`config.mk`:
```
export PLATFORM = sky130hd
export DESIGN_NAME = rasm_divider
export DESIGN_NICKNAME = d
export VERILOG_FILES = /design/src/hdl/rasm_pkg.sv /design/src/hdl/rasm_divider.sv
export SDC_FILE = /design/constraint.sdc
export NUM_CORES = 1
export LEC_CHECK = 0
export BUFFER_PORTS_ARGS = -buffer_cell sky130_fd_sc_hd__buf_2
export CORE_ASPECT_RATIO = 2
export CORE_MARGIN = 2
export CORE_UTILIZATION = 51
export DETAILED_ROUTE_END_ITERATION = 10
export PLACE_DENSITY = 0.77
export RECOVER_POWER = 50
export SLEW_MARGIN = 10
export SYNTH_ARGS = -nofsm -noshare
export SYNTH_HDL_FRONTEND = slang
export SYNTH_SLANG_ARGS = --single-unit
```
`constraint.sdc`:
```
create_clock -name clk -period 2.5 [get_ports clk]
set_clock_uncertainty 0.15 [all_clocks]
set_input_delay 0.25 -clock clk [delete_from_list [all_inputs] [get_ports clk]]
set_output_delay 0.25 -clock clk [all_outputs]
set_load 0.02 [all_outputs]
```
`src/hdl/rasm_pkg.sv`:
```
// Package for the rational add/subtract/multiply/reduce unit.
// Holds the field widths, operation codes and sequencer state type.
// No dependencies; every other file of the block imports it.
package rasm_pkg;

	// Width of the signed input numerators; denominators are one bit narrower.
	localparam int WIDTH = 16;
	localparam int DEN_W = WIDTH - 1;
	localparam int PROD_W = 2 * WIDTH;
	localparam int MAG_W = PROD_W;
	localparam int K_W = $clog2(MAG_W);
	localparam int CNT_W = $clog2(MAG_W);
	localparam int RES_NUM_W = 32;
	localparam int RES_DEN_W = 30;

	localparam logic [1:0] OP_ADD = 2'd0;
	localparam logic [1:0] OP_SUB = 2'd1;
	localparam logic [1:0] OP_MUL = 2'd2;

	typedef enum logic [3:0] {
		ST_IDLE,
		ST_MUL_A,
		ST_MUL_B,
		ST_MUL_C,
		ST_COMBINE,
		ST_GCD_TWO,
		ST_GCD_LOOP,
		ST_NUM_GO,
		ST_NUM_WAIT,
		ST_DEN_GO,
		ST_DEN_WAIT,
		ST_DONE
	} state_t;

endpackage

```
`src/hdl/rasm_divider.sv`:
```
// Restoring divider, one quotient bit per cycle, for the final reduction.
// Depends on rasm_pkg for MAG_W and CNT_W.
module rasm_divider import rasm_pkg::*; (
	input  logic             clk,
	input  logic             arst_n,
	input  logic             start,
	input  logic [MAG_W-1:0] dividend,
	input  logic [MAG_W-1:0] divisor,
	output logic             done,
	output logic [MAG_W-1:0] quotient
);

	logic             busy_q;
	logic             done_q;
	logic [CNT_W-1:0] cnt_q;
	logic [MAG_W-1:0] rem_q;
	logic [MAG_W-1:0] quo_q;
	logic [MAG_W-1:0] dsr_q;
	logic [MAG_W:0]   trial;
	logic [MAG_W+1:0] diff;
	logic             fits;

	assign trial = {rem_q, quo_q[MAG_W-1]};
	assign diff = {1'b0, trial} - {2'b00, dsr_q};
	assign fits = !diff[MAG_W+1];

	always_ff @(posedge clk or negedge arst_n) begin
		if (!arst_n) begin
			busy_q <= 1'b0;
			done_q <= 1'b0;
			cnt_q <= '0;
		end else begin
			done_q <= 1'b0;
			if (start) begin
				busy_q <= 1'b1;
				cnt_q <= '0;
			end else if (busy_q) begin
				cnt_q <= cnt_q + 1'b1;
				if (cnt_q == CNT_W'(MAG_W - 1)) begin
					busy_q <= 1'b0;
					done_q <= 1'b1;
				end
			end
		end
	end

	always_ff @(posedge clk) begin
		if (start) begin
			rem_q <= '0;
			quo_q <= dividend;
			dsr_q <= divisor;
		end else if (busy_q) begin
			// The partial remainder stays below the divisor, so it fits MAG_W bits.
			rem_q <= fits ? diff[MAG_W-1:0] : trial[MAG_W-1:0];
			quo_q <= {quo_q[MAG_W-2:0], fits};
		end
	end

	assign done = done_q;
	assign quotient = quo_q;

endmodule

```
* Yosys cells after proc, flatten, opt, wreduce, memory -nomap -nowiden
Index checks and enable logic that the tools add are counted.
** Storage, ports and cells
- Bits of input ports :: 67
- Word-level logic and storage cells :: 22
- Output and inout port bits :: 33
- Register bits after elaboration :: 103
** Cells by class
- $add $sub $neg :: 2
- Eq/ne operators :: 1
- Mux-type cells :: 11
- Reduce and logical (&&, ||, !) cells :: 2
** Operators with widths (count)
- 32-bit 2-to-1 mux :: 3
- 33-bit by 32-bit subtractor with 34-bit output :: 1
- 5-bit 2-to-1 mux :: 2
- 1-bit 2-to-1 mux :: 6
- 5-bit by 1-bit adder with 5-bit output, second input constant :: 1
- 5-bit equality test, second input constant :: 1
- 2-bit nonzero test :: 1
- 1-bit logical NOT :: 1

* Logic depth before layout (Yosys ltp)
Gate-level depths: netlist of run 1.
- Word-level depth :: 4
- Mapped depth :: 13
- Mapped depth without buffers :: 13

* Least setup slack after synthesis of run 1
No wires, ideal clock.
- Kind :: register to register
- Start point :: register quo_q[31] (netlist: quotient[31])
- End point :: register rem_q[20]
- Buffers on the path :: 0
- Cell stages (with the launch flop) :: 14
- Path slack :: -296 ps
- Library setup time :: 86 ps
- Data arrival time :: 2560 ps
- Clock period less this slack :: 2796 ps
- Cells stage by stage :: edfxtp_1 > inv_1 > ha_1 > inv_1 > fa_1 > a211oi_1 > o211ai_1 > nand3_1 > a21oi_1 > nand2b_1 > a31oi_1 > xnor2_1 > mux2i_1 > a211oi_1
** On the way
- Cells in the longest elaborated chain, start to end :: 2
** Ends and longest elaborated chain
- from (decl) :: line rasm_divider.sv:17 : logic [MAG_W-1:0] quo_q;
- from (signal assigned) :: line rasm_divider.sv:50 : quo_q <= dividend;
- from (signal assigned) :: line rasm_divider.sv:55 : quo_q <= {quo_q[MAG_W-2:0], fits};
- 33-bit by 32-bit subtractor with 34-bit output :: line rasm_divider.sv:24 : assign diff = {1'b0, trial} - {2'b00, dsr_q};
- 32-bit 2-to-1 mux :: line rasm_divider.sv:54 : rem_q <= fits ? diff[MAG_W-1:0] : trial[MAG_W-1:0];
- to (signal assigned) :: line rasm_divider.sv:54
- to (decl) :: line rasm_divider.sv:16 : logic [MAG_W-1:0] rem_q;
No other way between the ends.
A chain may end at the register's enable or synchronous reset.

* Worst setup path after layout of run 1
- Start point :: register quo_q[31] (netlist: quotient[31])
- End point :: register rem_q[30]
Same word-level chain as after synthesis.

==> metrics.md, run 1 <==
| Metric | Value |
|---|---|
| Pre-antenna DRT Iters | 6 |
| Syn_area_per_cell | 10.3 µm² |
| Clock root buffer | clkbuf_16 |
| Simple logic cell fraction of the synthesized area | 0.108 |
| Largest net degree at the start of global routing | 42 |
| Vias in the first global route | 5,673 |
| Layout cells sized above 1 | 0.425 |
| Worst Tran Pin Value | 0.898 ns |
| Core Rows | 55 |
| Layout Nets | 909 |
| Cell variety after synth | 48 |
| Core box area | 11,200 µm² |
| Via count | 5,433 |
| Dpl cells | 875 |
| Most common cell after layout, fill and taps aside | buf_4 |
| Max Buffers Root-to-Sink | 2 |
| GPL Wtd Cong | 0.983 |
| Violated checks | negative setup slack |
| Area of the multi-input gates | 3150 µm² |
| Gr ovfl total | 0 |
| CP Class | register to register |
| Die width | 79.4 µm |
| Hold Fails Final Rpt | 0 |
| CP cell instances | inv_2 -> ha_4 -> inv_2 -> fa_2 -> a211oi_2 -> o211ai_1 -> nand3_2 -> a21oi_2 -> o211ai_1 -> o21a_1 -> and3_1 -> o21bai_1 -> a311oi_1 |
| I/O pin count | 100 |
| Startpoint Class | register |
| Area Growth Syn to Fin | 46.8% |
| First-pass GRT wire length | 26,200 µm |
| MaxCap Viol Count | 0 |
| Synth Area in XOR/XNOR | 0.0453 |
| H-tree levels | 3 |
| Crit end category | register |
| Crit path required time | 2.60 ns |
| Antenna-violating nets left | 0 |
| Starting Density | 0.517 |
| Fmax | 322 MHz |
| Asr flop ratio synth | 0.0680 |
| Worst path bufs/invs | 2 |
| Worst skew pair latency | 0.35 ns |
| Number of synthesized flops with an enable pin | 64 |
| Vias per inst | 5.69 |
| Crit-path leading delay family | compound AO/OA/AOI/OAI gates |
| CTS tree | done |
| Slew headroom | 0.401 |
| Seq/Total Area, Yosys | 0.472 |
| Antenna fix cells | 0 |
| HPWL after DPL | 10,900 µm |
| Register area | 2740 µm² |
| Final worst slack | -0.603 ns |
| Data arrival time of the critical path | 3.20 ns |
| Critical path depth | 13 |
| R2R depth | 13 |
| Number of filler cells placed in the layout | 695 |
| Crit-path slowest cell | edfxtp_1 |
| Input/output buffers | 99 |
| Worst min path class | primary input to register |
| Commonest non-fill, non-tap cells in the layout | buf_4, buf_2, edfxtp_1 |
| Ys flop type | edfxtp_1 |
| CP max stage delay | 0.42 ns |
| Synth Instances | 560 |
| Crit path time final | 3.10 ns |
| Final wirelength | 17,200 µm |
| Setup violators final | 33 |
| Die Y | 155 µm |
| Iter 0 DRT Violations | 297 |
| Tcrit/Tclk final | 1.24 |
| Final Non-Filler Cells | 954 |
| TritonCTS Buffers | 9 |
| Hold path depth | 2 |
| Status | finished with violations |
| YS warnings | 0 |
| GR Util All Layers | 0.275 |
| CTS Sinks | 103 |
| Syn nets | 662 |
| Reg clk slew, reported paths | 0.07 ns |
| CP max FO | 3 |
| Initial antenna violation count | 0 |
| DR WL/cell | 18.0 µm |
| # DRC | 0 |
| Die area | 12,300 µm² |
| Combinational family with the most area after synthesis | compound AO/OA/AOI/OAI gates |
| Post-Synth Adder-Cell Area | 0.0769 |
| PnR Total Power | 0.00828 W |
| Leak | 3.94 nW |
| Slew Viols, Final | 0 |
| Pwr Density | 973 nW/µm² |
| Seq cells post-synth | 103 |
| Synthesized area | 5800 µm² |
| RSZ-0062 raised after global routing | yes |
| Mux contribution to synthesized area | 0.0881 |
| Synth Area in Compound Gates | 0.161 |
| VDD IR max | 0.000531 V |
[path summary, 6_finish.rpt]
path / end / slack (ns) / startpoint
setup / recovery: rem_q[30] / -0.60 / quotient[31]
hold / removal: quotient[10] / 0.05 / dividend[10]
hold reg to reg: rem_q[23] / 0.38 / rem_q[23]
max in group asynchronous: busy_q / 1.73 / arst_n
min in group asynchronous: cnt_q[0] / 0.17 / arst_n
setup reg to reg: rem_q[30] / -0.60 / quotient[31]
[routing by layer]
metal	up-vias	track usage	share of wire
met2	228	0.517	0.54
met1	2579	0.263	0.33
li1	2519	-	-
met4	0	0.178	0.079
met3	107	0.0478	0.050
met5	-	0	0
[flip-flops by register name, summed over array words and instances, names as in the netlist]
register,cells
busy_q,1
rem_q,32
quotient,32
cnt_q,5
done,1
dsr_q,32
[timing repair]
action | 4_1_cts | 5_1_grt
gates cloned | 5 | 2
hold buffers | 33 | 0
hold endpoints to repair | 39 | 0
pin swaps | 15 | 33
buffers inserted | 21 | 4
setup endpoints to repair | 33 | 33
resized for setup | 50 | 41
[layout make-up]
cell class / instances / area share
inverter: 41 / 0.0181
timing repair buffer: 262 / 0.233
tap: 142 / 0.0209
sequential: 103 / 0.322
clock inverter: 6 / 0.00897
clock buffer: 10 / 0.0269
multi-input combinational: 390 / 0.371
[logic make-up (layout without fill, tap and decap cells)]
logic type,Yosys count,after routing
compound gates,139,139
xor+xnor,30,30
fa+ha+maj,35,35
buf+inv,67,319
flops,103,103
mux,47,47
simple gates,139,139
[worst reg2reg max path: cells and delay by family, from the launching register on]
kind | cells | cell delay, ns
adders and majority gates | 2 | 0.51
DFF | 1 | 0.42
buffers and inverters | 2 | 0.13
AOI/OAI and AO/OA | 7 | 1.42
and+or+nand+nor | 2 | 0.36
[synthesized netlist by cell type, types with 5 or more instances]
| master | instances | area, µm² |
|---|---|---|
| nand3_1 | 9 | 45.0 |
| dfxtp_1 | 32 | 641 |
| xnor2_1 | 13 | 114 |
| nor3_1 | 6 | 30.0 |
| a21o_1 | 19 | 143 |
| and2_1 | 5 | 31.3 |
| mux2i_1 | 15 | 150 |
| o21a_1 | 6 | 45.0 |
| mux2_2 | 32 | 360 |
| dfrtp_1 | 7 | 175 |
| nand2_1 | 19 | 71.3 |
| and3_1 | 6 | 37.5 |
| inv_1 | 41 | 154 |
| xor2_1 | 17 | 149 |
| ha_1 | 34 | 425 |
| o21ai_0 | 13 | 65.1 |
| nor2_1 | 71 | 267 |
| clkbuf_1 | 19 | 71.3 |
| a211oi_1 | 28 | 210 |
| edfxtp_1 | 64 | 1920 |
| nand2b_1 | 9 | 56.3 |
| nand4_1 | 5 | 31.3 |
| a21oi_1 | 42 | 210 |
[metrics by stage]
stage | area, µm² | util | TNS (ns) | hold WS (ns) | setup WS (ns)
floorplan | 5870 | - | -5.78 | -0.196 | -0.215
global placement | 7190 | 0.641 | -8.87 | -0.0656 | -0.307
detailed placement | 7190 | 0.641 | -11.85 | -0.0545 | -0.440
CTS | 8320 | 0.742 | -8.22 | 0.0458 | -0.316
global route | 8510 | 0.759 | -16.01 | 0.0486 | -0.671
finish | 8510 | 0.759 | -11.75 | 0.0510 | -0.603
[where the power goes]
group | internal, W | total [W] | switching (W)
Sequential | 0.00210 | 0.00229 | 0.000188
Combinational | 0.00232 | 0.00452 | 0.00220
Clock | 0.000794 | 0.00147 | 0.000675
No activity file was read; power rests on OpenSTA's default activity.
==> inputs of run 2 (changes only) <==
- CTS_CLUSTER_DIAMETER: unset -> 80
- PLACE_DENSITY: 0.77 -> unset
- PLACE_DENSITY_LB_ADDON: unset -> 0.12
==> run 2 against run 1 <==
The flow still finishes with violations (negative setup slack). Sequential power about the same. Final cell count decreased by 0.63%. Worst setup slack improved by 0.26 ns. Critical path type unchanged. Register-to-register slack improved by 0.26 ns. First-iteration DRC count decreased by 42%. Non-clock buffer count decreased by 6. Critical path depth decreased by 1. Sequential share of layout area increased by 1.1 points. Critical endpoint is now rem_q[23]. Die area unchanged.
==> metrics.md, run 2 (same netlist as run 1, synthesis figures left out) <==
| Metric | Value |
|---|---|
| Status | finished with violations |
| Violated checks | negative setup slack |
| Data arrival time of the critical path | 2.91 ns |
| Reg clk slew, reported paths | 0.08 ns |
| Layout cells sized above 1 | 0.397 |
| Vias per inst | 5.29 |
| TritonCTS Buffers | 9 |
| Via count | 5,012 |
| Die width | 79.4 µm |
| Tcrit/Tclk final | 1.14 |
| Crit path required time | 2.57 ns |
| MaxCap Viol Count | 0 |
| Commonest non-fill, non-tap cells in the layout | buf_4, buf_2, nor2_1 |
| Final setup TNS | -9.62 ns |
| Worst skew pair latency | 0.35 ns |
| Slew Viols, Final | 0 |
| Pwr Density | 912 nW/µm² |
| RSZ-0062 raised after global routing | yes |
| Fin Hold WS | 0.0464 ns |
| Initial antenna violation count | 0 |
| Final worst slack | -0.340 ns |
| Core box area | 11,200 µm² |
| Slew headroom | 0.466 |
| Crit end category | register |
| # DRC | 0 |
| Pre-antenna DRT Iters | 4 |
| Dpl cells | 884 |
| Gr ovfl total | 0 |
| Startpoint Class | register |
| Area Growth Syn to Fin | 42.1% |
| First-pass GRT wire length | 23,700 µm |
| Leak | 3.86 nW |
| Number of filler cells placed in the layout | 810 |
| Fmax | 352 MHz |
| H-tree levels | 3 |
| Hold Fails Final Rpt | 0 |
| Final Non-Filler Cells | 948 |
| DR WL/cell | 15.0 µm |
| Placed cell area | 7260 µm² |
| Design area | 8240 µm² |
| Worst Tran Pin Value | 0.801 ns |
| Starting Density | 0.517 |
| CP max FO | 12 |
| Iter 0 DRT Violations | 173 |
| GR Util All Layers | 0.243 |
| Input/output buffers | 99 |
| Die Y | 155 µm |
| Die area | 12,300 µm² |
| GPL Wtd Cong | 0.927 |
| Worst min path class | primary input to register |
| Largest net degree at the start of global routing | 36 |
| CP Class | register to register |
| VDD IR max | 0.000538 V |
| Core Rows | 55 |
| Final wirelength | 14,200 µm |
| HPWL after DPL | 10,300 µm |
| Vias in the first global route | 5,274 |
| I/O pin count | 100 |
| Pre-CTS setup slack | -0.475 ns |
| CTS Sinks | 103 |
| CTS tree | done |
| Crit path time final | 2.84 ns |
| Antenna-violating nets left | 0 |
| Clock root buffer | clkbuf_16 |
| Most common cell after layout, fill and taps aside | buf_4 |
| Max Buffers Root-to-Sink | 2 |
| Layout Nets | 903 |
| Antenna fix cells | 0 |
| Setup violators final | 33 |
[run 2: cell types whose count changed in the layout (fill, tap and decap cells not counted), sizes merged]
cell	delta
clkinv	+1
clkbuf	-8
inv	+1
buf	+1
bufinv	-1
[run 2: critical path: stages, from the launching register on]
cell and delay (ns):
edfxtp_1 0.39, inv_2 0.08, ha_1 0.25, a21o_1 0.21
nand3_1 0.08, o21ai_1 0.10, o21ai_2 0.22, a41oi_2 0.20
a2111oi_4 0.36, buf_4 0.23, buf_12 0.15, mux2i_1 0.19
a211oi_1 0.09
[run 2: area by class of cell]
| type | instances | area, µm² | share of cell area |
|---|---|---|---|
| Sequential cell | 103 | 2740 | 0.333 |
| Clock inverter | 7 | 67.6 | 0.00820 |
| Clock buffer | 9 | 225 | 0.0273 |
| Tap cell | 142 | 178 | 0.0216 |
| Inverter | 41 | 154 | 0.0187 |
| Multi-Input combinational cell | 390 | 3040 | 0.369 |
| Timing Repair Buffer | 256 | 1830 | 0.222 |
[run 2: what timing repair did]
item | CTS | global route
endpoints found under the hold margin | 39 | 0
pin swaps | 26 | 15
endpoints found under the setup margin | 33 | 33
gates resized for setup | 39 | 10
hold buffers | 33 | 0
setup buffers | 10 | 3
cloned | 2 | 1
[run 2: power breakdown]
| group | internal [W] | leakage [nW] | switching, W |
|---|---|---|---|
| registers | 0.00210 | 1.00 | 0.000176 |
| clock network | 0.000701 | 0.145 | 0.000694 |
| logic | 0.00203 | 2.71 | 0.00181 |
[run 2: per-stage QoR]
step	util	total power (W)
floorplan	-	0.00429
global placement	0.647	0.00548
detailed placement	0.647	0.00554
CTS	0.728	0.00737
global route	0.734	0.00797
finish	0.734	0.00751
[run 2: path summary, 6_finish.rpt]
path,startpoint,endpoint,slack (ns),cells after the start
max,dsr_q[6],rem_q[23],-0.34,12
min,dividend[8],quotient[8],0.05,2
max reg2reg,dsr_q[6],rem_q[23],-0.34,12
min reg2reg,rem_q[18],rem_q[18],0.36,2
max in group asynchronous,arst_n,busy_q,1.70,2
min in group asynchronous,arst_n,cnt_q[1],0.18,2
[run 2: metal layers]
| layer | part of all wire | vias up | global-route usage | wire (µm) |
|---|---|---|---|---|
| met5 | 0 | - | 0 | 0 |
| met1 | 0.37 | 2355 | 0.249 | 5310 |
| li1 | - | 2502 | - | - |
| met4 | 0.034 | 0 | 0.0985 | 482 |
| met3 | 0.035 | 34 | 0.0385 | 491 |
| met2 | 0.56 | 121 | 0.472 | 7930 |
==> inputs of run 3 (changes only) <==
- CORE_UTILIZATION: 51 -> 57
- clock period: 2.5 -> 2.9 ns (I/O delays scaled with it)
==> run 3 against run 2 <==
The flow now finishes without violations. Clock-buffer cell count is the same. Clock power shrank 11%. Worst hold slack gained 0.046 ns. First-iteration DRC count grew 59%. Critical path type unchanged.
==> metrics.md, run 3 (same netlist as run 1, synthesis figures left out) <==
| Metric | Value |
|---|---|
| CTS tree | done |
| R2R depth | 13 |
| Die area | 11,000 µm² |
| Core Rows | 52 |
| Final setup TNS | 0 ns |
| Gr ovfl total | 0 |
| Worst R2R End | rem_q[23] |
| Worst Setup EP | rem_q[23] |
| Vias per inst | 5.62 |
| CP max FO | 6 |
| Crit path time final | 2.83 ns |
| Leak | 3.44 nW |
| MaxCap Viol Count | 0 |
| Worst min path class | primary input to register |
| DR WL/cell | 15.9 µm |
| R2r startpoint | dsr_q[1] |
| # DRC | 0 |
| Antenna fix cells | 0 |
| Max Buffers Root-to-Sink | 2 |
| I/O pin count | 100 |
| Vias in the first global route | 4,852 |
| Startpoint Class | register |
| Design area | 7650 µm² |
| Die width | 75.3 µm |
| First-pass GRT wire length | 21,100 µm |
| H-tree levels | 3 |
| Iter 0 DRT Violations | 275 |
| Setup violators final | 0 |
| Input/output buffers | 99 |
| HPWL after DPL | 9120 µm |
| Fin Hold WS | 0.0919 ns |
| Final worst slack | 0.0663 ns |
| Tcrit/Tclk final | 0.977 |
| Reg2Reg Setup Slack | 0.07 ns |
| Core box area | 10,000 µm² |
| TritonCTS Buffers | 9 |
| Slew Viols, Final | 0 |
| Crit end category | register |
| Reg clk slew, reported paths | 0.07 ns |
| Starting Density | 0.578 |
| Clock root buffer | clkbuf_16 |
| RSZ-0062 raised after global routing | yes |
| Worst skew pair latency | 0.35 ns |
| Final wirelength | 13,600 µm |
| Initial antenna violation count | 0 |
| Data arrival time of the critical path | 2.89 ns |
| Layout Nets | 819 |
| Via count | 4,814 |
| Fmax | 353 MHz |
| Hold Fails Final Rpt | 0 |
| Layout cells sized above 1 | 0.334 |
| Largest net degree at the start of global routing | 72 |
| Crit path required time | 2.96 ns |
| CTS Sinks | 103 |
| Area Growth Syn to Fin | 31.9% |
| Commonest non-fill, non-tap cells in the layout | buf_2, nor2_1, edfxtp_1 |
| VDD IR max | 0.000511 V |
| GR Util All Layers | 0.247 |
| CP Class | register to register |
| GPL Wtd Cong | 0.863 |
| Worst Tran Pin Value | 0.748 ns |
| Placed cell area | 6550 µm² |
| Pre-CTS setup slack | -0.112 ns |
| Beginning of the critical path | dsr_q[1] |
| Slew headroom | 0.501 |
| Pwr Density | 801 nW/µm² |
| Pre-antenna DRT Iters | 4 |
| PnR Total Power | 0.00613 W |
| Status | finished, final reports clean |
| Antenna-violating nets left | 0 |
| Die Y | 147 µm |
| Most common cell after layout, fill and taps aside | buf_2 |
==> run 3: cell count changes in the layout (fill, tap and decap cells not counted), moves of 3 or more <==
cell / change
buf_4: -87
ha_2: +4
buf_6: +3
clkbuf_1: -3
==> run 3: where the power goes <==
part	internal, W	switching (W)
clock network	0.000680	0.000558
logic	0.00144	0.00145
registers	0.00181	0.000190
==> run 3: area by class of cell <==
cell class | instances | area (µm²)
inverter | 41 | 154
clock buffer | 9 | 225
multi-input combinational | 390 | 3010
timing repair buffer | 172 | 1260
clock inverter | 7 | 80.1
fill | 733 | 2370
sequential | 103 | 2740
tap | 135 | 169
==> run 3: critical path, cell delays in order (launching register included) <==
cell and delay [ns]:
edfxtp_1 0.38, inv_2 0.07, ha_1 0.22, nor2b_4 0.14, o2111ai_2 0.23, a21oi_2 0.11
o21ai_2 0.17, a41oi_2 0.16, a2111oi_4 0.34, buf_6 0.20, buf_6 0.11, buf_12 0.12
mux2i_4 0.23, a211oi_2 0.08
==> run 3: through the flow <==
step / util / instances
after global routing: 0.763 / 857
after CTS: 0.723 / 845
after detailed placement: 0.654 / 794
after global placement: 0.654 / 794
after floorplan: - / 560
final: 0.763 / 857
==> run 3: per-layer routing <==
metal | track usage | routed length [µm] | vias to the layer above
met2 | 0.445 | 7520 | 152
met5 | 0 | 0 | -
li1 | - | - | 2335
met1 | 0.251 | 4860 | 2274
met4 | 0.126 | 626 | 0
met3 | 0.0545 | 624 | 53
==> run 3: how the worst min path moves through the flow <==
stage               slack, ns          from  cells after the start      endpoint
global placement        -0.02        arst_n                      1          done
CTS                      0.08  dividend[29]                      2  quotient[29]
floorplan               -0.16        arst_n                      0        busy_q
detailed placement      -0.02        arst_n                      1          done
finish                   0.09  dividend[19]                      2  quotient[19]
global route             0.08  dividend[18]                      2  quotient[18]
==> run 3: repair_timing <==
item	in CTS	in global routing
hold buffers	33	0
endpoints found under the hold margin	39	0
buffers inserted	1	9
setup endpoints to repair	29	33
pin swaps	4	41
resized for setup	12	64
cloned	1	3
